## config.mk

```make
export PLATFORM = sky130hd
export DESIGN_NAME = clock_page_replacement_flat
export DESIGN_NICKNAME = d
export VERILOG_FILES = /design/src/sv/cpr_pkg.sv /design/src/sv/cpr_chan_if.sv /design/src/sv/cpr_queue.sv /design/src/sv/cpr_front.sv /design/src/sv/cpr_back.sv /design/src/sv/clock_page_replacement.sv /design/src/flat_wrapper.sv
export SDC_FILE = /design/constraint.sdc
export NUM_CORES = 1
export LEC_CHECK = 0
export ABC_CLOCK_PERIOD_IN_PS = 6600
export BUFFER_PORTS_ARGS = -buffer_cell sky130_fd_sc_hd__buf_2
export CORE_UTILIZATION = 50
export CTS_CLUSTER_SIZE = 25
export DETAILED_ROUTE_END_ITERATION = 6
export GPL_ROUTABILITY_DRIVEN = 1
export PLACE_DENSITY_LB_ADDON = 0.1
export SKIP_LAST_GASP = 1
export SYNTH_ARGS = -nofsm -noshare
export SYNTH_HDL_FRONTEND = slang
export SYNTH_SLANG_ARGS = --single-unit
```

## constraint.sdc

```tcl
create_clock -name clk_i -period 6.6 [get_ports clk_i]
set_input_delay 0.99 -clock clk_i [delete_from_list [all_inputs] [get_ports clk_i]]
set_output_delay 0.99 -clock clk_i [all_outputs]
set_load 0.05 [all_outputs]
```

## src/sv/cpr_pkg.sv

```systemverilog
`default_nettype none

package cpr_pkg;

  localparam int unsigned FRAMES_DEF    = 16;
  localparam int unsigned PAGE_BITS_DEF = 16;

  // Fixed field widths of the channels and the frame count register
  localparam int unsigned PAGE_W  = 16;
  localparam int unsigned SLOT_W  = 4;
  localparam int unsigned COUNT_W = 16;
  localparam int unsigned CFG_W   = 5;

  localparam logic [CFG_W-1:0]   FRAMES_RST = CFG_W'(16);
  localparam logic [COUNT_W-1:0] FAULT_MAX  = '1;

  localparam int unsigned QUEUE_DEPTH = 4;

  typedef enum logic [0:0] {
    BK_IDLE,
    BK_SWEEP
  } bk_state_e;

  function automatic int unsigned idx_width(input int unsigned frames);
    return (frames > 1) ? $clog2(frames) : 1;
  endfunction

  function automatic int unsigned store_width(input int unsigned page_bits);
    return (page_bits < PAGE_W) ? page_bits : PAGE_W;
  endfunction

endpackage

`default_nettype wire

```

## src/sv/cpr_chan_if.sv

```systemverilog
`default_nettype none

interface cpr_page_if;
  logic                        valid;
  logic                        ready;
  logic [cpr_pkg::PAGE_W-1:0]  page;

  modport source (output valid, output page, input ready);
  modport sink   (input valid, input page, output ready);
endinterface

interface cpr_result_if;
  logic                        valid;
  logic                        ready;
  logic                        hit;
  logic [cpr_pkg::SLOT_W-1:0]  slot;
  logic [cpr_pkg::COUNT_W-1:0] fault_count;

  modport source (output valid, output hit, output slot, output fault_count, input ready);
  modport sink   (input valid, input hit, input slot, input fault_count, output ready);
endinterface

`default_nettype wire

```

## src/sv/cpr_queue.sv

```systemverilog
`default_nettype none

module cpr_queue #(
  parameter int unsigned W     = 8,
  parameter int unsigned DEPTH = cpr_pkg::QUEUE_DEPTH
) (
  input  logic         clk_i,
  input  logic         rst_ni,
  input  logic         push_i,
  input  logic [W-1:0] push_data_i,
  output logic         full_o,
  input  logic         pop_i,
  output logic [W-1:0] pop_data_o,
  output logic         empty_o
);

  localparam int unsigned AW = (DEPTH > 1) ? $clog2(DEPTH) : 1;

  logic [W-1:0] mem_q [DEPTH];
  logic [AW-1:0] wr_q, wr_d, rd_q, rd_d;
  logic [AW:0]   cnt_q, cnt_d;

  assign full_o     = (cnt_q == (AW+1)'(DEPTH));
  assign empty_o    = (cnt_q == '0);
  assign pop_data_o = mem_q[rd_q];

  always_comb begin
    wr_d  = wr_q;
    rd_d  = rd_q;
    cnt_d = cnt_q;
    if (push_i) begin
      wr_d = (wr_q == AW'(DEPTH - 1)) ? '0 : wr_q + AW'(1);
    end
    if (pop_i) begin
      rd_d = (rd_q == AW'(DEPTH - 1)) ? '0 : rd_q + AW'(1);
    end
    if (push_i && !pop_i) begin
      cnt_d = cnt_q + (AW+1)'(1);
    end else if (pop_i && !push_i) begin
      cnt_d = cnt_q - (AW+1)'(1);
    end
  end

  always_ff @(posedge clk_i or negedge rst_ni) begin
    if (!rst_ni) begin
      wr_q  <= '0;
      rd_q  <= '0;
      cnt_q <= '0;
    end else begin
      wr_q  <= wr_d;
      rd_q  <= rd_d;
      cnt_q <= cnt_d;
    end
  end

  always_ff @(posedge clk_i) begin
    if (push_i) begin
      mem_q[wr_q] <= push_data_i;
    end
  end

endmodule

`default_nettype wire

```

## src/sv/cpr_front.sv

```systemverilog
`default_nettype none

module cpr_front #(
  parameter int unsigned FRAMES    = cpr_pkg::FRAMES_DEF,
  parameter int unsigned PAGE_BITS = cpr_pkg::PAGE_BITS_DEF,
  localparam int unsigned IW = cpr_pkg::idx_width(FRAMES),
  localparam int unsigned SW = cpr_pkg::store_width(PAGE_BITS),
  localparam int unsigned QW = 1 + IW + SW
) (
  input  logic          clk_i,
  input  logic          rst_ni,
  input  logic          clear_i,
  cpr_page_if.sink      page_i,
  output logic          push_o,
  output logic [QW-1:0] push_data_o,
  input  logic          full_i,
  input  logic          fill_we_i,
  input  logic [IW-1:0] fill_idx_i,
  input  logic [SW-1:0] fill_page_i
);

  logic              s_valid_q, s_valid_d;
  logic [SW-1:0]     s_page_q;
  logic [SW-1:0]     page_store_q [FRAMES];
  logic [FRAMES-1:0] valid_q;
  logic              miss_pend_q;
  logic [FRAMES-1:0] match;
  logic              hit;
  logic [IW-1:0]     hit_idx;
  logic              accept;

  // Resident pages are unique, so the match vector is one-hot or empty
  always_comb begin
    hit_idx = '0;
    for (int i = 0; i < FRAMES; i++) begin
      match[i] = valid_q[i] && (page_store_q[i] == s_page_q);
      if (match[i]) begin
        hit_idx = hit_idx | IW'(i);
      end
    end
  end

  assign hit = |match;

  // Hold the next word while a fill is still to come: it may hit the new page
  assign push_o       = s_valid_q && !full_i && !miss_pend_q;
  assign push_data_o  = {hit, hit_idx, s_page_q};
  assign page_i.ready = !s_valid_q || push_o;
  assign accept       = page_i.valid && page_i.ready;

  always_comb begin
    s_valid_d = s_valid_q;
    if (accept) begin
      s_valid_d = 1'b1;
    end else if (push_o) begin
      s_valid_d = 1'b0;
    end
  end

  always_ff @(posedge clk_i or negedge rst_ni) begin
    if (!rst_ni) begin
      s_valid_q   <= 1'b0;
      valid_q     <= '0;
      miss_pend_q <= 1'b0;
    end else begin
      s_valid_q <= s_valid_d;
      if (clear_i) begin
        valid_q     <= '0;
        miss_pend_q <= 1'b0;
      end else begin
        if (fill_we_i) begin
          valid_q[fill_idx_i] <= 1'b1;
          miss_pend_q         <= 1'b0;
        end else if (push_o && !hit) begin
          miss_pend_q <= 1'b1;
        end
      end
    end
  end

  always_ff @(posedge clk_i) begin
    if (accept) begin
      s_page_q <= SW'(page_i.page);
    end
    if (fill_we_i) begin
      page_store_q[fill_idx_i] <= fill_page_i;
    end
  end

  a_unique_match : assert property (@(posedge clk_i) disable iff (!rst_ni)
    s_valid_q |-> $onehot0(match))
    else $error("page resident in more than one frame");

  a_fill_expected : assert property (@(posedge clk_i) disable iff (!rst_ni)
    fill_we_i |-> miss_pend_q)
    else $error("frame filled with no miss in flight");

endmodule

`default_nettype wire

```

## src/sv/cpr_back.sv

```systemverilog
`default_nettype none

module cpr_back #(
  parameter int unsigned FRAMES    = cpr_pkg::FRAMES_DEF,
  parameter int unsigned PAGE_BITS = cpr_pkg::PAGE_BITS_DEF,
  localparam int unsigned IW = cpr_pkg::idx_width(FRAMES),
  localparam int unsigned SW = cpr_pkg::store_width(PAGE_BITS),
  localparam int unsigned NW = IW + 1,
  localparam int unsigned QW = 1 + IW + SW
) (
  input  logic          clk_i,
  input  logic          rst_ni,
  input  logic          clear_i,
  input  logic [NW-1:0] n_act_i,
  output logic          pop_o,
  input  logic [QW-1:0] pop_data_i,
  input  logic          empty_i,
  output logic          fill_we_o,
  output logic [IW-1:0] fill_idx_o,
  output logic [SW-1:0] fill_page_o,
  cpr_result_if.source  result_o
);

  cpr_pkg::bk_state_e state_q, state_d;

  logic [FRAMES-1:0]           marks_q, marks_d;
  logic [IW-1:0]               hand_q, hand_d, hand_next;
  logic [cpr_pkg::COUNT_W-1:0] fault_q, fault_d, fault_inc;
  logic [SW-1:0]               work_page_q;
  logic                        out_valid_q, out_hit_q;
  logic [cpr_pkg::SLOT_W-1:0]  out_slot_q;
  logic [cpr_pkg::COUNT_W-1:0] out_fault_q;

  logic                        out_free;
  logic                        q_hit;
  logic [IW-1:0]               q_idx;
  logic [SW-1:0]               q_page;
  logic                        load_page;
  logic                        load_out;
  logic                        ld_hit;
  logic [IW-1:0]               ld_idx;
  logic [cpr_pkg::COUNT_W-1:0] ld_fault;

  assign {q_hit, q_idx, q_page} = pop_data_i;
  assign out_free  = !out_valid_q || result_o.ready;
  assign hand_next = ((NW'(hand_q) + NW'(1)) == n_act_i) ? '0 : hand_q + IW'(1);
  assign fault_inc = (fault_q == cpr_pkg::FAULT_MAX) ? fault_q
                                                     : fault_q + cpr_pkg::COUNT_W'(1);

  always_comb begin
    state_d   = state_q;
    marks_d   = marks_q;
    hand_d    = hand_q;
    fault_d   = fault_q;
    pop_o     = 1'b0;
    fill_we_o = 1'b0;
    load_page = 1'b0;
    load_out  = 1'b0;
    ld_hit    = 1'b0;
    ld_idx    = hand_q;
    ld_fault  = fault_q;
    unique case (state_q)
      cpr_pkg::BK_IDLE: begin
        // A hit needs the output register; a miss only starts the sweep
        if (!empty_i && (out_free || !q_hit)) begin
          pop_o = 1'b1;
          if (q_hit) begin
            marks_d[q_idx] = 1'b1;
            load_out       = 1'b1;
            ld_hit         = 1'b1;
            ld_idx         = q_idx;
          end else begin
            load_page = 1'b1;
            state_d   = cpr_pkg::BK_SWEEP;
          end
        end
      end
      cpr_pkg::BK_SWEEP: begin
        if (marks_q[hand_q]) begin
          // second chance: drop the mark and pass over
          marks_d[hand_q] = 1'b0;
          hand_d          = hand_next;
        end else if (out_free) begin
          fill_we_o = 1'b1;
          hand_d    = hand_next;
          fault_d   = fault_inc;
          load_out  = 1'b1;
          ld_fault  = fault_inc;
          state_d   = cpr_pkg::BK_IDLE;
        end
      end
    endcase
  end

  always_ff @(posedge clk_i or negedge rst_ni) begin
    if (!rst_ni) begin
      state_q     <= cpr_pkg::BK_IDLE;
      marks_q     <= '0;
      hand_q      <= '0;
      fault_q     <= '0;
      out_valid_q <= 1'b0;
    end else begin
      if (clear_i) begin
        state_q <= cpr_pkg::BK_IDLE;
        marks_q <= '0;
        hand_q  <= '0;
        fault_q <= '0;
      end else begin
        state_q <= state_d;
        marks_q <= marks_d;
        hand_q  <= hand_d;
        fault_q <= fault_d;
      end
      if (load_out) begin
        out_valid_q <= 1'b1;
      end else if (result_o.ready) begin
        out_valid_q <= 1'b0;
      end
    end
  end

  always_ff @(posedge clk_i) begin
    if (load_page) begin
      work_page_q <= q_page;
    end
    if (load_out) begin
      out_hit_q   <= ld_hit;
      out_slot_q  <= cpr_pkg::SLOT_W'(ld_idx);
      out_fault_q <= ld_fault;
    end
  end

  assign fill_idx_o           = hand_q;
  assign fill_page_o          = work_page_q;
  assign result_o.valid       = out_valid_q;
  assign result_o.hit         = out_hit_q;
  assign result_o.slot        = out_slot_q;
  assign result_o.fault_count = out_fault_q;

  a_hand_in_range : assert property (@(posedge clk_i) disable iff (!rst_ni)
    NW'(hand_q) < n_act_i)
    else $error("clock hand outside managed frames");

  a_fault_monotonic : assert property (@(posedge clk_i) disable iff (!rst_ni)
    !clear_i |=> fault_q >= $past(fault_q))
    else $error("fault count fell without a clear");

  a_fill_reports_miss : assert property (@(posedge clk_i) disable iff (!rst_ni)
    fill_we_o |=> out_valid_q && !out_hit_q)
    else $error("fill not followed by a miss word");

endmodule

`default_nettype wire

```

## src/sv/clock_page_replacement.sv

```systemverilog
`default_nettype none

// Clock (second-chance) page replacement over FRAMES frames, of which the
// frames_in_use register manages the first 1..FRAMES (0 acts as 1, larger
// values as FRAMES); any write to it empties the table and zeroes the marks,
// the hand and the fault count, and must only be made while the block is
// idle. Each page word gives one result word: hit or miss, the frame hit or
// filled, and the saturating fault count. The front end registers the word,
// matches it against all resident pages at once and queues it; hits stream
// at one word per cycle while the receiver takes results, passing through
// the input register, the queue and the result register. On a miss the
// back end sweeps, testing one frame per cycle and clearing each set mark
// the hand passes (at most the number of managed frames), then fills the
// first unmarked frame when the result register is free; the front end holds
// the next word until that fill is done. A new result loads as the last is taken.
module clock_page_replacement #(
  parameter int unsigned FRAMES    = cpr_pkg::FRAMES_DEF,
  parameter int unsigned PAGE_BITS = cpr_pkg::PAGE_BITS_DEF
) (
  input  logic                      clk_i,
  input  logic                      rst_ni,
  input  logic                      frames_in_use_we_i,
  input  logic [cpr_pkg::CFG_W-1:0] frames_in_use_i,
  cpr_page_if.sink                  page_i,
  cpr_result_if.source              result_o
);

  localparam int unsigned IW = cpr_pkg::idx_width(FRAMES);
  localparam int unsigned SW = cpr_pkg::store_width(PAGE_BITS);
  localparam int unsigned NW = IW + 1;
  localparam int unsigned QW = 1 + IW + SW;

  logic [cpr_pkg::CFG_W-1:0] frames_q;
  logic [NW-1:0]             n_act;
  logic                      push;
  logic [QW-1:0]             push_data;
  logic                      full;
  logic                      pop;
  logic [QW-1:0]             pop_data;
  logic                      empty;
  logic                      fill_we;
  logic [IW-1:0]             fill_idx;
  logic [SW-1:0]             fill_page;

  always_ff @(posedge clk_i or negedge rst_ni) begin
    if (!rst_ni) begin
      frames_q <= cpr_pkg::FRAMES_RST;
    end else if (frames_in_use_we_i) begin
      frames_q <= frames_in_use_i;
    end
  end

  always_comb begin
    if (frames_q == '0) begin
      n_act = NW'(1);
    end else if (32'(frames_q) > 32'(FRAMES)) begin
      n_act = NW'(FRAMES);
    end else begin
      n_act = NW'(frames_q);
    end
  end

  cpr_front #(
    .FRAMES    (FRAMES),
    .PAGE_BITS (PAGE_BITS)
  ) u_front (
    .clk_i       (clk_i),
    .rst_ni      (rst_ni),
    .clear_i     (frames_in_use_we_i),
    .page_i      (page_i),
    .push_o      (push),
    .push_data_o (push_data),
    .full_i      (full),
    .fill_we_i   (fill_we),
    .fill_idx_i  (fill_idx),
    .fill_page_i (fill_page)
  );

  cpr_queue #(
    .W     (QW),
    .DEPTH (cpr_pkg::QUEUE_DEPTH)
  ) u_queue (
    .clk_i       (clk_i),
    .rst_ni      (rst_ni),
    .push_i      (push),
    .push_data_i (push_data),
    .full_o      (full),
    .pop_i       (pop),
    .pop_data_o  (pop_data),
    .empty_o     (empty)
  );

  cpr_back #(
    .FRAMES    (FRAMES),
    .PAGE_BITS (PAGE_BITS)
  ) u_back (
    .clk_i       (clk_i),
    .rst_ni      (rst_ni),
    .clear_i     (frames_in_use_we_i),
    .n_act_i     (n_act),
    .pop_o       (pop),
    .pop_data_i  (pop_data),
    .empty_i     (empty),
    .fill_we_o   (fill_we),
    .fill_idx_o  (fill_idx),
    .fill_page_o (fill_page),
    .result_o    (result_o)
  );

endmodule

`default_nettype wire

```

## src/flat_wrapper.sv

```systemverilog
// flat-port wrapper written by rule: the top's interface ports become plain ports
module clock_page_replacement_flat 
#(
  parameter int unsigned FRAMES    = cpr_pkg::FRAMES_DEF,
  parameter int unsigned PAGE_BITS = cpr_pkg::PAGE_BITS_DEF
)
  (clk_i, rst_ni, frames_in_use_we_i, frames_in_use_i, page_i_valid, page_i_page, page_i_ready, result_o_valid, result_o_hit, result_o_slot, result_o_fault_count, result_o_ready);
  cpr_page_if page_i_i ();
  cpr_result_if result_o_i ();
  input  logic clk_i;
  input  logic rst_ni;
  input  logic frames_in_use_we_i;
  input  logic [cpr_pkg::CFG_W-1:0] frames_in_use_i;
  input wire logic [$bits(page_i_i.valid)-1:0] page_i_valid;
  input wire logic [$bits(page_i_i.page)-1:0] page_i_page;
  output wire logic [$bits(page_i_i.ready)-1:0] page_i_ready;
  output wire logic [$bits(result_o_i.valid)-1:0] result_o_valid;
  output wire logic [$bits(result_o_i.hit)-1:0] result_o_hit;
  output wire logic [$bits(result_o_i.slot)-1:0] result_o_slot;
  output wire logic [$bits(result_o_i.fault_count)-1:0] result_o_fault_count;
  input wire logic [$bits(result_o_i.ready)-1:0] result_o_ready;
  assign page_i_i.valid = page_i_valid;
  assign page_i_i.page = page_i_page;
  assign page_i_ready = page_i_i.ready;
  assign result_o_valid = result_o_i.valid;
  assign result_o_hit = result_o_i.hit;
  assign result_o_slot = result_o_i.slot;
  assign result_o_fault_count = result_o_i.fault_count;
  assign result_o_i.ready = result_o_ready;
  clock_page_replacement #(.FRAMES(FRAMES), .PAGE_BITS(PAGE_BITS)) u_core (.clk_i(clk_i), .rst_ni(rst_ni), .frames_in_use_we_i(frames_in_use_we_i), .frames_in_use_i(frames_in_use_i), .page_i(page_i_i), .result_o(result_o_i));
endmodule
```

==> metrics.txt, run 1 <==
status completed; gpl congestion 0.8100; Worst Clk Skew 0.01922 ns; Util after Layout 0.5727; post-cts resize count 0; path depth of the worst reg2reg path 4; Die Height 197.1 um; number of cell rows 71; drt initial violations 1079; Remaining Overflow, GRT 0; Via Count slightly above 10000; Routed wire per std cell roughly 26 um; DR pass1 iterations 5; Crit Path Category register to register; Initial Util 0.5065; first-pass GRT wire length 68.01 mm; synth warn 0; Area Growth Syn to Fin 13.07%; Power Dens Cells 432.9 nW/um^2; core area 37580 sq um; Crit path required time 6.80 ns; Residual DRC 0; Syn Std Cell Area 19030 sq um; RR Endpoint u_core.u_front.page_store_q[14][6]$_DFFE_PP_; HPWL after detailed placement 25.46 mm; I/O pins between 40 and 50; CTS tree built; hold crit path type primary input to async pin; Clk Latency, worst-skew pair 0.58 ns; async set or reset register ratio after synthesis 0.1475; number of max-cap violations 0; startpoint types register; Synth Register Bits 461; I/O Buffers 48; vias in the first global route about 10000; final WL 46.55 mm; Die ar. roughly 39000 sq um; commonest non-fill, non-tap cells in the layout edfxtp_1 (393), xor2_1 (194), xnor2_1 (75); RSZ-0062 raised after global routing no; final hold violation count 0; Setup Viol. Count Final 0; ys flop type edfxtp_1; Slew Limit Fails 0; Crit. End Element register; pre-CTS setup slack 2.942 ns; CP max FO 25; Post-synth EDFFs 393; cell count after synthesis 1174; Clock Root Buffer clkbuf_16; initial antenna violation count 3; Post-CTS Repair Setup Buffers 0; syn nets 1212; number of CTS-inserted buffers 48; Hold-fix buffers, CTS 0; setup TNS 0 ns; commonest non-fill, non-tap cell in the layout edfxtp_1; fin worst setup slack 2.941 ns; Worst Max-Slew Pin Slew 1.217 ns; Worst EP arrival 3.86 ns; Routed Antenna Nets 0; maximum clock rate around 0.27 GHz; H-tree Lvls 2; # fillers just under 3000; launch point of the worst reg-to-reg path u_core.u_back.fill_idx_o[0]$_DFFE_PN0P_; layout cells sized above 1 0.1576; worst reg2reg setup slack 2.94 ns; Synth cell types 56; peak supply drop 0.0002748 V; pin count of the biggest net entering global routing 53; Seq/Total Area, Yosys 0.7095; Via density about 5.7; DIE WIDTH around 200 um; Max clock buf depth 3; Max-slew headroom 0.1888; Leakage 7.591 nW; GRT Total Usage 0.2495; syn_area_per_cell 16.21 sq um; Nets around 1300; Worst-path clk slew 0.06 ns; ratio of final minimum period to clock period 0.5543; Final Critical Period 3.659 ns; Clock Sinks 461
-- area by class of cell --
class                      instances  area [sq um]  area share
antenna                            1         2.502   0.0001163
clock buffer                      64          1313     0.06098
clock inverter                    26         306.5     0.01424
inverter                          13         53.80    0.002500
multi-input combinational        647          5243      0.2436
sequential                       461         13500      0.6275
tap                              511         639.4     0.02971
timing repair buffer              77         460.4     0.02139
-- layer usage --
metal,vias up,part of all wire,GRT usage
met5,-,0,0
met4,0,0.023,0.06690
met3,71,0.063,0.04149
met2,338,0.46,0.3841
met1,5262,0.45,0.3699
li1,4528,-,-
-- cells by family (layout without fill, tap and decap cells) --
family / count (synthesis) / count (layout) / synth area share
DFF: 461 / 461 / 0.7095
xor gates and xnor gates: 271 / 271 / 0.1255
and+or+nand+nor: 250 / 250 / 0.07310
AOI/OAI and AO/OA: 76 / 76 / 0.03004
buffers and inverters: 66 / 180 / 0.01558
muxes: 38 / 38 / 0.03806
adders and majority gates: 12 / 12 / 0.008282
other: 0 / 1 / 0
-- cell usage after synthesis, types with 8 or more instances --
cell type / n / area, sq um
o21a_1: 18 / 135.1
nand3_1: 19 / 95.09
dfrtp_1: 67 / 1677
nand2_1: 38 / 142.6
nor4_1: 45 / 281.5
buf_2: 17 / 85.08
nor2_1: 26 / 97.59
inv_1: 11 / 41.29
and2_1: 25 / 156.4
and3_1: 19 / 118.9
clkbuf_1: 30 / 112.6
a32o_1: 11 / 110.1
xor2_1: 194 / 1699
mux2_2: 10 / 112.6
ha_1: 11 / 137.6
nor3_1: 22 / 110.1
o22ai_1: 8 / 50.05
o21ai_0: 9 / 45.04
mux4_2: 26 / 585.6
edfxtp_1: 393 / 11800
nand4_1: 28 / 175.2
xnor2_1: 75 / 656.9
-- report_power, final --
part	switching, mW	leakage, nW	internal [mW]
clock	1.11	0.802	1.67
sequential	0.556	4.51	3.95
combinational	1.40	2.28	0.631
-- flip-flops by register name, summed over array words and instances (netlist names), 16 cells and up --
register and count:
u_core.u_back.marks_q 16, u_core.u_back.fault_q 16, u_core.u_back.fill_page_o 16, u_core.u_front.page_store_q 256, u_core.u_front.s_page_q 16, u_core.u_queue.mem_q 84
u_core.u_back.result_o.fault_count 16, u_core.u_front.valid_q 16
-- worst max-delay path by stage --
stage                                                  startpoint                                              end  cells past startpoint
after floorplan           u_core.u_back.fill_idx_o[0]$_DFFE_PN0P_  u_core.u_back.result_o.fault_count[0]$_DFFE_PP_                      4
after global placement    u_core.u_back.fill_idx_o[0]$_DFFE_PN0P_      u_core.u_front.page_store_q[9][0]$_DFFE_PP_                      4
after detailed placement  u_core.u_back.fill_idx_o[0]$_DFFE_PN0P_     u_core.u_front.page_store_q[9][10]$_DFFE_PP_                      4
after CTS                 u_core.u_back.fill_idx_o[0]$_DFFE_PN0P_      u_core.u_front.page_store_q[7][4]$_DFFE_PP_                      4
after global routing      u_core.u_back.fill_idx_o[0]$_DFFE_PN0P_      u_core.u_front.page_store_q[0][0]$_DFFE_PP_                      4
final                     u_core.u_back.fill_idx_o[0]$_DFFE_PN0P_     u_core.u_front.page_store_q[14][6]$_DFFE_PP_                      4
-- worst max-delay path, stage by stage (launching register included) --
cell and delay, ns:
dfrtp_1 0.65, mux4_2 0.58, mux4_2 0.58, nor2_4 0.69, and3_1 0.76
-- stage by stage --
stage / area [sq um] / hold slack (ns) / std cells / power, mW
5_1_grt: 21520 / 0.2887 / 1799 / 9.661
6_report: 21520 / 0.3005 / 1800 / 9.317
3_3_place_gp: 19900 / 0.4725 / 1709 / 6.589
3_5_place_dp: 19900 / 0.4803 / 1709 / 6.609
4_1_cts: 21520 / 0.2780 / 1799 / 9.384
2_1_floorplan: 19030 / 0.4574 / 1174 / 5.621
No activity file was read; power rests on OpenSTA's default activity.
==> run 2, diff against run 1 <==
--- a/config.mk
+++ b/config.mk
@@ -5,7 +5,7 @@
 export SDC_FILE = /design/constraint.sdc
 export NUM_CORES = 1
 export LEC_CHECK = 0
-export ABC_CLOCK_PERIOD_IN_PS = 6600
+export ABC_CLOCK_PERIOD_IN_PS = 3800
 export BUFFER_PORTS_ARGS = -buffer_cell sky130_fd_sc_hd__buf_2
 export CORE_UTILIZATION = 50
 export CTS_CLUSTER_SIZE = 25
==> constraint.sdc (replaced) <==
create_clock -name clk_i -period 3.8 [get_ports clk_i]
set_input_delay 0.57 -clock clk_i [delete_from_list [all_inputs] [get_ports clk_i]]
set_output_delay 0.57 -clock clk_i [all_outputs]
set_load 0.05 [all_outputs]
==> run 2 against run 1 <==
Non-clock buffer count is 32 higher. Clock power is 81% higher. Sequential share of layout area is 1.0 points lower. Sequential power is 76% higher. Power is 77% higher. Die area stayed put. Register-to-register slack worse by 2.3 ns. Critical path depth is 2 higher. Count of clock-buffer cells in the layout is 6 lower. Highest routed layer unchanged. Fmax is 16% higher. Global-route usage is 0.35 points lower.
==> metrics.txt, run 2 (same netlist as run 1, synthesis figures left out) <==
status completed (unchanged); commonest non-fill, non-tap cells in the layout edfxtp_1 (393), xor2_1 (194), xnor2_1 (75) (unchanged); Clk Latency, worst-skew pair 0.58 ns (about the same); Worst-path clk slew 0.06 ns (about the same); Crit path required time 4.08 ns (was 6.80 ns); flip-flop count of the largest register after layout 256 (unchanged); Max-slew headroom 0.1728 (was 0.1888); Final Critical Period 3.147 ns (was 3.659 ns); vias in the first global route 10050 (was 10070); number of CTS-inserted buffers 50 (was 48); Clock Root Buffer clkbuf_16 (unchanged); first-pass GRT wire length 67.12 mm (was 68.01 mm); final hold violation count 0 (unchanged); commonest non-fill, non-tap cell in the layout edfxtp_1 (unchanged); H-tree Lvls 2 (unchanged); pin count of the biggest net entering global routing 69 (was 53); GRT Total Usage 0.2460 (was 0.2495); number of cell rows 71 (unchanged); Via density 5.646 (was 5.666); Worst Max-Slew Pin Slew 1.241 ns (was 1.217 ns); Antenna diodes 0 (was 1); Via Count 10350 (was 10200); maximum clock rate 0.3177 GHz (was 0.2733 GHz); number of max-cap violations 0 (unchanged); Residual DRC 0 (unchanged); setup TNS 0 ns (unchanged); post-cts resize count 0 (unchanged); Post-CTS Repair Setup Buffers 0 (unchanged); grt met2 use 0.3793 (was 0.3841); Worst Clk Skew 0.01801 ns (was 0.01922 ns); Slew Limit Fails 0 (unchanged); met1 Use GR 0.3639 (was 0.3699); peak supply drop 0.0004956 V (was 0.0002748 V); Remaining Overflow, GRT 0 (unchanged); Leakage 7.803 nW (was 7.591 nW); CP max stage cell dfrtp_1 (was and3_1); layout cells sized above 1 0.1808 (was 0.1576); busiest grt layer met2 (unchanged); Hold-fix buffers, CTS 0 (unchanged); Initial Util 0.5065 (unchanged); area of the multi-input gates 5243 sq um (unchanged); DR pass1 iterations 6 (was 5); Crit path top cell by count mux4_2 (unchanged); CP bufs+invs 2 (was 0); Largest Register u_core.u_front.page_store_q (unchanged); CTS tree built (unchanged); Routed Antenna Nets 0 (unchanged); Die Height 197.1 um (unchanged); initial antenna violation count 3 (unchanged); RSZ-0062 raised after global routing no (unchanged); # fillers 2880 (was 2968); Crit Path Category register to register (unchanged); Routed wire per std cell 25.27 um (was 25.86 um); Worst EP arrival 3.43 ns (was 3.86 ns); Area Growth Syn to Fin 14.98% (was 13.07%); ratio of final minimum period to clock period 0.8283 (was 0.5543); Register Area 13500 sq um (unchanged); Crit. End Element register (unchanged); Clock Sinks 461 (unchanged); crit-path cells mux4_2, mux4_2, nor2_4, buf_12, and3_1, buf_4 (was mux4_2, mux4_2, nor2_4, and3_1); Power Dens Cells 752.3 nW/um^2 (was 432.9 nW/um^2); Max clock buf depth 3 (unchanged); delay of the slowest cell on the worst path 0.68 ns (was 0.76 ns); I/O pins 49 (unchanged); DIE WIDTH 197.1 um (unchanged); Setup Viol. Count Final 0 (unchanged); HPWL after detailed placement 26.73 mm (was 25.46 mm); Die ar. 38850 sq um (unchanged); Finished Cell Area 21890 sq um (was 21520 sq um); area post-placement 20180 sq um (was 19900 sq um); final WL 46.32 mm (was 46.55 mm); gpl congestion 0.8058 (was 0.8100); drt initial violations 890 (was 1079); Worst path top cell family by delay multiplexers (was simple AND/OR/NAND/NOR gates); Regs by FF count u_core.u_front.page_store_q: 256 flops, u_core.u_queue.mem_q: 84 flops (unchanged); startpoint types register (unchanged); global routing met3 resource utilization 0.03927 (was 0.04149); I/O Buffers 48 (unchanged); core area 37580 sq um (unchanged); Nets 1320 (was 1286); CP max FO 25 (unchanged); hold crit path type primary input to async pin (unchanged)
run 2: final timing paths:
check | start | to | slack [ns] | cells past startpoint
min in group clk_i | page_i_page[9] | u_core.u_front.s_page_q[9]$_DFFE_PP_ | 0.16 | 1
max in group asynchronous | rst_ni | u_core.u_front.valid_q[15]$_DFFE_PN0N_ | 2.92 | 1
hold / removal | rst_ni | u_core.u_back.fault_q[7]$_DFF_PN0_ | 0.13 | 1
setup / recovery | u_core.u_back.fill_idx_o[0]$_DFFE_PN0P_ | u_core.u_front.page_store_q[8][0]$_DFFE_PP_ | 0.65 | 6
hold reg to reg | u_core.u_front.valid_q[13]$_DFFE_PN0N_ | u_core.u_front.valid_q[13]$_DFFE_PN0N_ | 0.49 | 1
setup reg to reg | u_core.u_back.fill_idx_o[0]$_DFFE_PN0P_ | u_core.u_front.page_store_q[8][0]$_DFFE_PP_ | 0.65 | 6
run 2: metal layers:
| metal | up-vias | share of wire |
|---|---|---|
| met5 | - | 0 |
| met4 | 0 | 0.019 |
| met3 | 73 | 0.066 |
| met2 | 375 | 0.46 |
| met1 | 5295 | 0.46 |
| li1 | 4607 | - |
run 2: layout make-up:
type	instances	share of cell area
repair buffers	109	0.03373
well taps	511	0.02921
clock inverters	34	0.01807
clock buffers	58	0.05997
multi-input cells	647	0.2395
inverters	13	0.002458
flip-flops and latches	461	0.6170
run 2: per-stage QoR:
stage | hold slack [ns] | std cells | util | worst slack [ns] | power, mW
CTS | 0.1347 | 1833 | 0.5824 | 0.6857 | 16.57
global placement | 0.4736 | 1741 | 0.5370 | 0.7427 | 11.50
global route | 0.1406 | 1833 | 0.5824 | 0.5235 | 17.04
finish | 0.1330 | 1833 | 0.5824 | 0.6526 | 16.46
floorplan | 0.2744 | 1174 | - | 0.1873 | 9.763
detailed placement | 0.4568 | 1741 | 0.5370 | 0.7013 | 11.55
run 2: power breakdown:
group	total, mW	switching, mW	internal, mW
registers	7.90	1.05	6.85
logic	3.54	2.36	1.17
clock network	5.03	1.95	3.08
==> run 3, diff against run 2 <==
--- a/config.mk
+++ b/config.mk
@@ -5,7 +5,7 @@
 export SDC_FILE = /design/constraint.sdc
 export NUM_CORES = 1
 export LEC_CHECK = 0
-export ABC_CLOCK_PERIOD_IN_PS = 3800
+export ABC_CLOCK_PERIOD_IN_PS = 2830
 export BUFFER_PORTS_ARGS = -buffer_cell sky130_fd_sc_hd__buf_2
 export CORE_UTILIZATION = 50
 export CTS_CLUSTER_SIZE = 25
==> constraint.sdc (replaced) <==
create_clock -name clk_i -period 2.83 [get_ports clk_i]
set_input_delay 0.4245 -clock clk_i [delete_from_list [all_inputs] [get_ports clk_i]]
set_output_delay 0.4245 -clock clk_i [all_outputs]
set_load 0.05 [all_outputs]
==> run 3 against run 2 <==
Non-clock buffer count is 40 higher. Sequential share of layout area fell by 1.8 points. Combinational power grew 62%. Core utilization rose by 1.7 points. Critical path depth is 1 higher. Worst hold slack lost 0.092 ns. Critical path type unchanged. Critical endpoint is now u_core.u_back.fault_q[15]$_DFF_PN0_. Highest routed layer unchanged.
==> metrics.txt, run 3 (same netlist as run 1, synthesis figures left out) <==
Final Critical Period 2.705 ns (was 3.147 ns); Max-slew headroom 0.3012 (was 0.1728); number of CTS-inserted buffers 49 (was 50); Worst EP arrival 3.18 ns (was 3.43 ns); initial antenna violation count 0 (was 3); CP max stage cell dfrtp_1 (unchanged); number of max-cap violations 0 (unchanged); Clk Latency, worst-skew pair 0.60 ns (was 0.58 ns); # fillers 2830 (was 2880); Post-CTS Repair Setup Buffers 0 (unchanged); Remaining Overflow, GRT 0 (unchanged); startpoint types register (unchanged); Nets 1359 (was 1320); Worst Hold Slack 0.04112 ns (was 0.1330 ns); vias in the first global route 10360 (was 10050); worst reg2reg setup slack 0.13 ns (was 0.65 ns); Clock Root Buffer clkbuf_16 (unchanged); commonest non-fill, non-tap cell in the layout edfxtp_1 (unchanged); first-pass GRT wire length 68.99 mm (was 67.12 mm); Die ar. 38850 sq um (unchanged); GRT Total Usage 0.2506 (was 0.2460); Via Count 10600 (was 10350); sw frac 0.3269 (was 0.3259); I/O Buffers 48 (unchanged); I/O pins 49 (unchanged); CP bufs+invs 0 (was 2); Via density 5.654 (was 5.646); drt initial violations 951 (was 890); path depth of the worst reg2reg path 7 (was 6); Hold Path Origin page_i_page[8]; Crit path required time 3.31 ns (was 4.08 ns); Worst Max-Slew Pin Slew 1.048 ns (was 1.241 ns); final hold violation count 0 (unchanged); reported net switching power 7.267 mW (was 5.366 mW); Regs by FF count u_core.u_front.page_store_q: 256 flops, u_core.u_queue.mem_q: 84 flops (unchanged); Max clock buf depth 3 (unchanged); Worst-path clk slew 0.06 ns (about the same); Residual DRC 0 (unchanged); Flop pwr share 0.446 (was 0.480); CTS tree built (unchanged); Worst path top cell family by delay multiplexers (unchanged); Internal Power 14.96 mW (was 11.10 mW); number of cell rows 71 (unchanged); Clk network pwr share 0.296 (was 0.305); RR Endpoint u_core.u_back.fault_q[15]$_DFF_PN0_ (was u_core.u_front.page_store_q[8][0]$_DFFE_PP_); Comb pwr share 0.259 (was 0.215); pin count of the biggest net entering global routing 44 (was 69); Leakage 8.060 nW (was 7.803 nW); Slew Limit Fails 0 (unchanged); Die Height 197.1 um (unchanged); hold crit path type primary input to register (was primary input to async pin); Initial Util 0.5065 (unchanged); commonest non-fill, non-tap cells in the layout edfxtp_1 (393), xor2_1 (194), xnor2_1 (75) (unchanged); maximum clock rate 0.3697 GHz (was 0.3177 GHz); DR pass1 iterations 5 (was 6); ratio of final minimum period to clock period 0.9558 (was 0.8283); Area Growth Syn to Fin 18.37% (was 14.98%); core area 37580 sq um (unchanged); H-tree Lvls 2 (unchanged); Clock Sinks 461 (unchanged); Crit path top cell by count mux4_2 (unchanged); Routed wire per std cell 25.31 um (was 25.27 um); CP max FO 9 (was 25); hold path depth 1; Pwr Total 22.23 mW (was 16.46 mW); DIE WIDTH 197.1 um (unchanged); Setup Viol. Count Final 0 (unchanged); pre-CTS setup slack 0.05337 ns (was 0.7013 ns); HPWL after detailed placement 27.06 mm (was 26.73 mm); launch point of the worst reg-to-reg path u_core.u_back.fill_idx_o[1]$_DFFE_PN0P_ (was u_core.u_back.fill_idx_o[0]$_DFFE_PN0P_); status completed (unchanged); gpl congestion 0.7936 (was 0.8058); Crit Path Category register to register (unchanged); Crit. End Element register (unchanged); layout cells sized above 1 0.1968 (was 0.1808); RSZ-0062 raised after global routing no (unchanged); hold worst-path end u_core.u_front.s_page_q[8]$_DFFE_PP_; Worst Clk Skew 0.02517 ns (was 0.01801 ns); flip-flop count of the largest register after layout 256 (unchanged); Routed Antenna Nets 0 (unchanged); setup TNS 0 ns (unchanged); peak supply drop 0.0007495 V (was 0.0004956 V); final WL 47.43 mm (was 46.32 mm); Power Dens Cells 986.6 nW/um^2 (was 752.3 nW/um^2); fin worst setup slack 0.1252 ns (was 0.6526 ns); Largest Register u_core.u_front.page_store_q (unchanged); crit-path cells mux4_2, mux4_2, nor2_4, nand4_1, nor2_1, mux2_1, and2_1 (was mux4_2, mux4_2, nor2_4, buf_12, and3_1, buf_4); delay of the slowest cell on the worst path 0.61 ns (was 0.68 ns)
## run 3: cell types whose count changed in the layout (fill, tap and decap cells not counted), moves of 2 or more
cell,previous run,this run
buf_12,3,30
dlygate4sd3_1,0,15
clkbuf_1,6,14
and3_1,19,12
and3_2,0,7
clkbuf_8,1,5
clkinv_2,12,8
bufinv_16,9,6
clkinv_1,10,7
buf_4,59,57
clkinvlp_4,3,1
## run 3: how the worst max path moves through the flow
stage | slack [ns] | cells after the start | startpoint | end
2_1_floorplan | 0.0007 | 6 | u_core.u_back.fill_idx_o[0]$_DFFE_PN0P_ | u_core.u_front.page_store_q[0][0]$_DFFE_PP_
3_3_place_gp | 0.04 | 6 | u_core.u_back.fill_idx_o[0]$_DFFE_PN0P_ | u_core.u_front.page_store_q[3][2]$_DFFE_PP_
3_5_place_dp | 0.05 | 6 | u_core.u_back.fill_idx_o[0]$_DFFE_PN0P_ | u_core.u_front.page_store_q[14][5]$_DFFE_PP_
4_1_cts | 0.05 | 7 | u_core.u_back.fill_idx_o[0]$_DFFE_PN0P_ | u_core.u_back.fault_q[15]$_DFF_PN0_
5_1_grt | 0.02 | 8 | u_core.u_back.fill_idx_o[1]$_DFFE_PN0P_ | u_core.u_back.fault_q[10]$_DFF_PN0_
6_report | 0.13 | 7 | u_core.u_back.fill_idx_o[1]$_DFFE_PN0P_ | u_core.u_back.fault_q[15]$_DFF_PN0_
## run 3: repair_timing
action                                  4_1_cts  5_1_grt
endpoints found under the setup margin        0      113
resized for setup                             0        2
hold buffers                                 15        0
hold endpoints to repair                     47        0
## run 3: cell type report
type                            count  area, sq um  share of cell area
Timing Repair Buffer              149         1414             0.06275
Sequential cell                   461        13510              0.5994
Antenna cell                        1        2.502           0.0001111
Tap cell                          511        639.4             0.02838
Clock inverter                     23        286.5             0.01272
Multi-Input combinational cell    647         5258              0.2333
Clock buffer                       69         1373             0.06092
Inverter                           13        53.80            0.002388
## run 3: metal layers
metal / GRT usage / vias up / wire length, um
met5: 0 / - / 0
met4: 0.07580 / 0 / 1025
met3: 0.03210 / 68 / 2964
met2: 0.3825 / 359 / 21960
met1: 0.3774 / 5478 / 21480
li1: - / 4691 / -
## run 3: power groups by stage
| stage | clock, mW | combinational (mW) | sequential, mW |
|---|---|---|---|
| final | 6.58 | 5.75 | 9.91 |
| after global routing | 6.91 | 6.11 | 10.0 |
| after CTS | 6.71 | 5.81 | 9.91 |
| after detailed placement | 0 | 5.78 | 10.0 |
| after global placement | 0 | 5.72 | 10.0 |
| after floorplan | 0 | 2.70 | 10.4 |
## run 3: metrics by stage
| stage | utilization | cell area (sq um) | cells |
|---|---|---|---|
| after floorplan | - | 19050 | 1174 |
| after global placement | 0.5512 | 20710 | 1766 |
| after detailed placement | 0.5512 | 20710 | 1766 |
| after CTS | 0.5993 | 22520 | 1873 |
| after global routing | 0.5995 | 22530 | 1873 |
| final | 0.5996 | 22530 | 1874 |
## run 3: worst register-to-register path, stage by stage (launching register included)
cell	delay, ns
dfrtp_1	0.61
mux4_2	0.41
mux4_2	0.53
nor2_4	0.23
nand4_1	0.17
nor2_1	0.15
mux2_1	0.34
and2_1	0.16
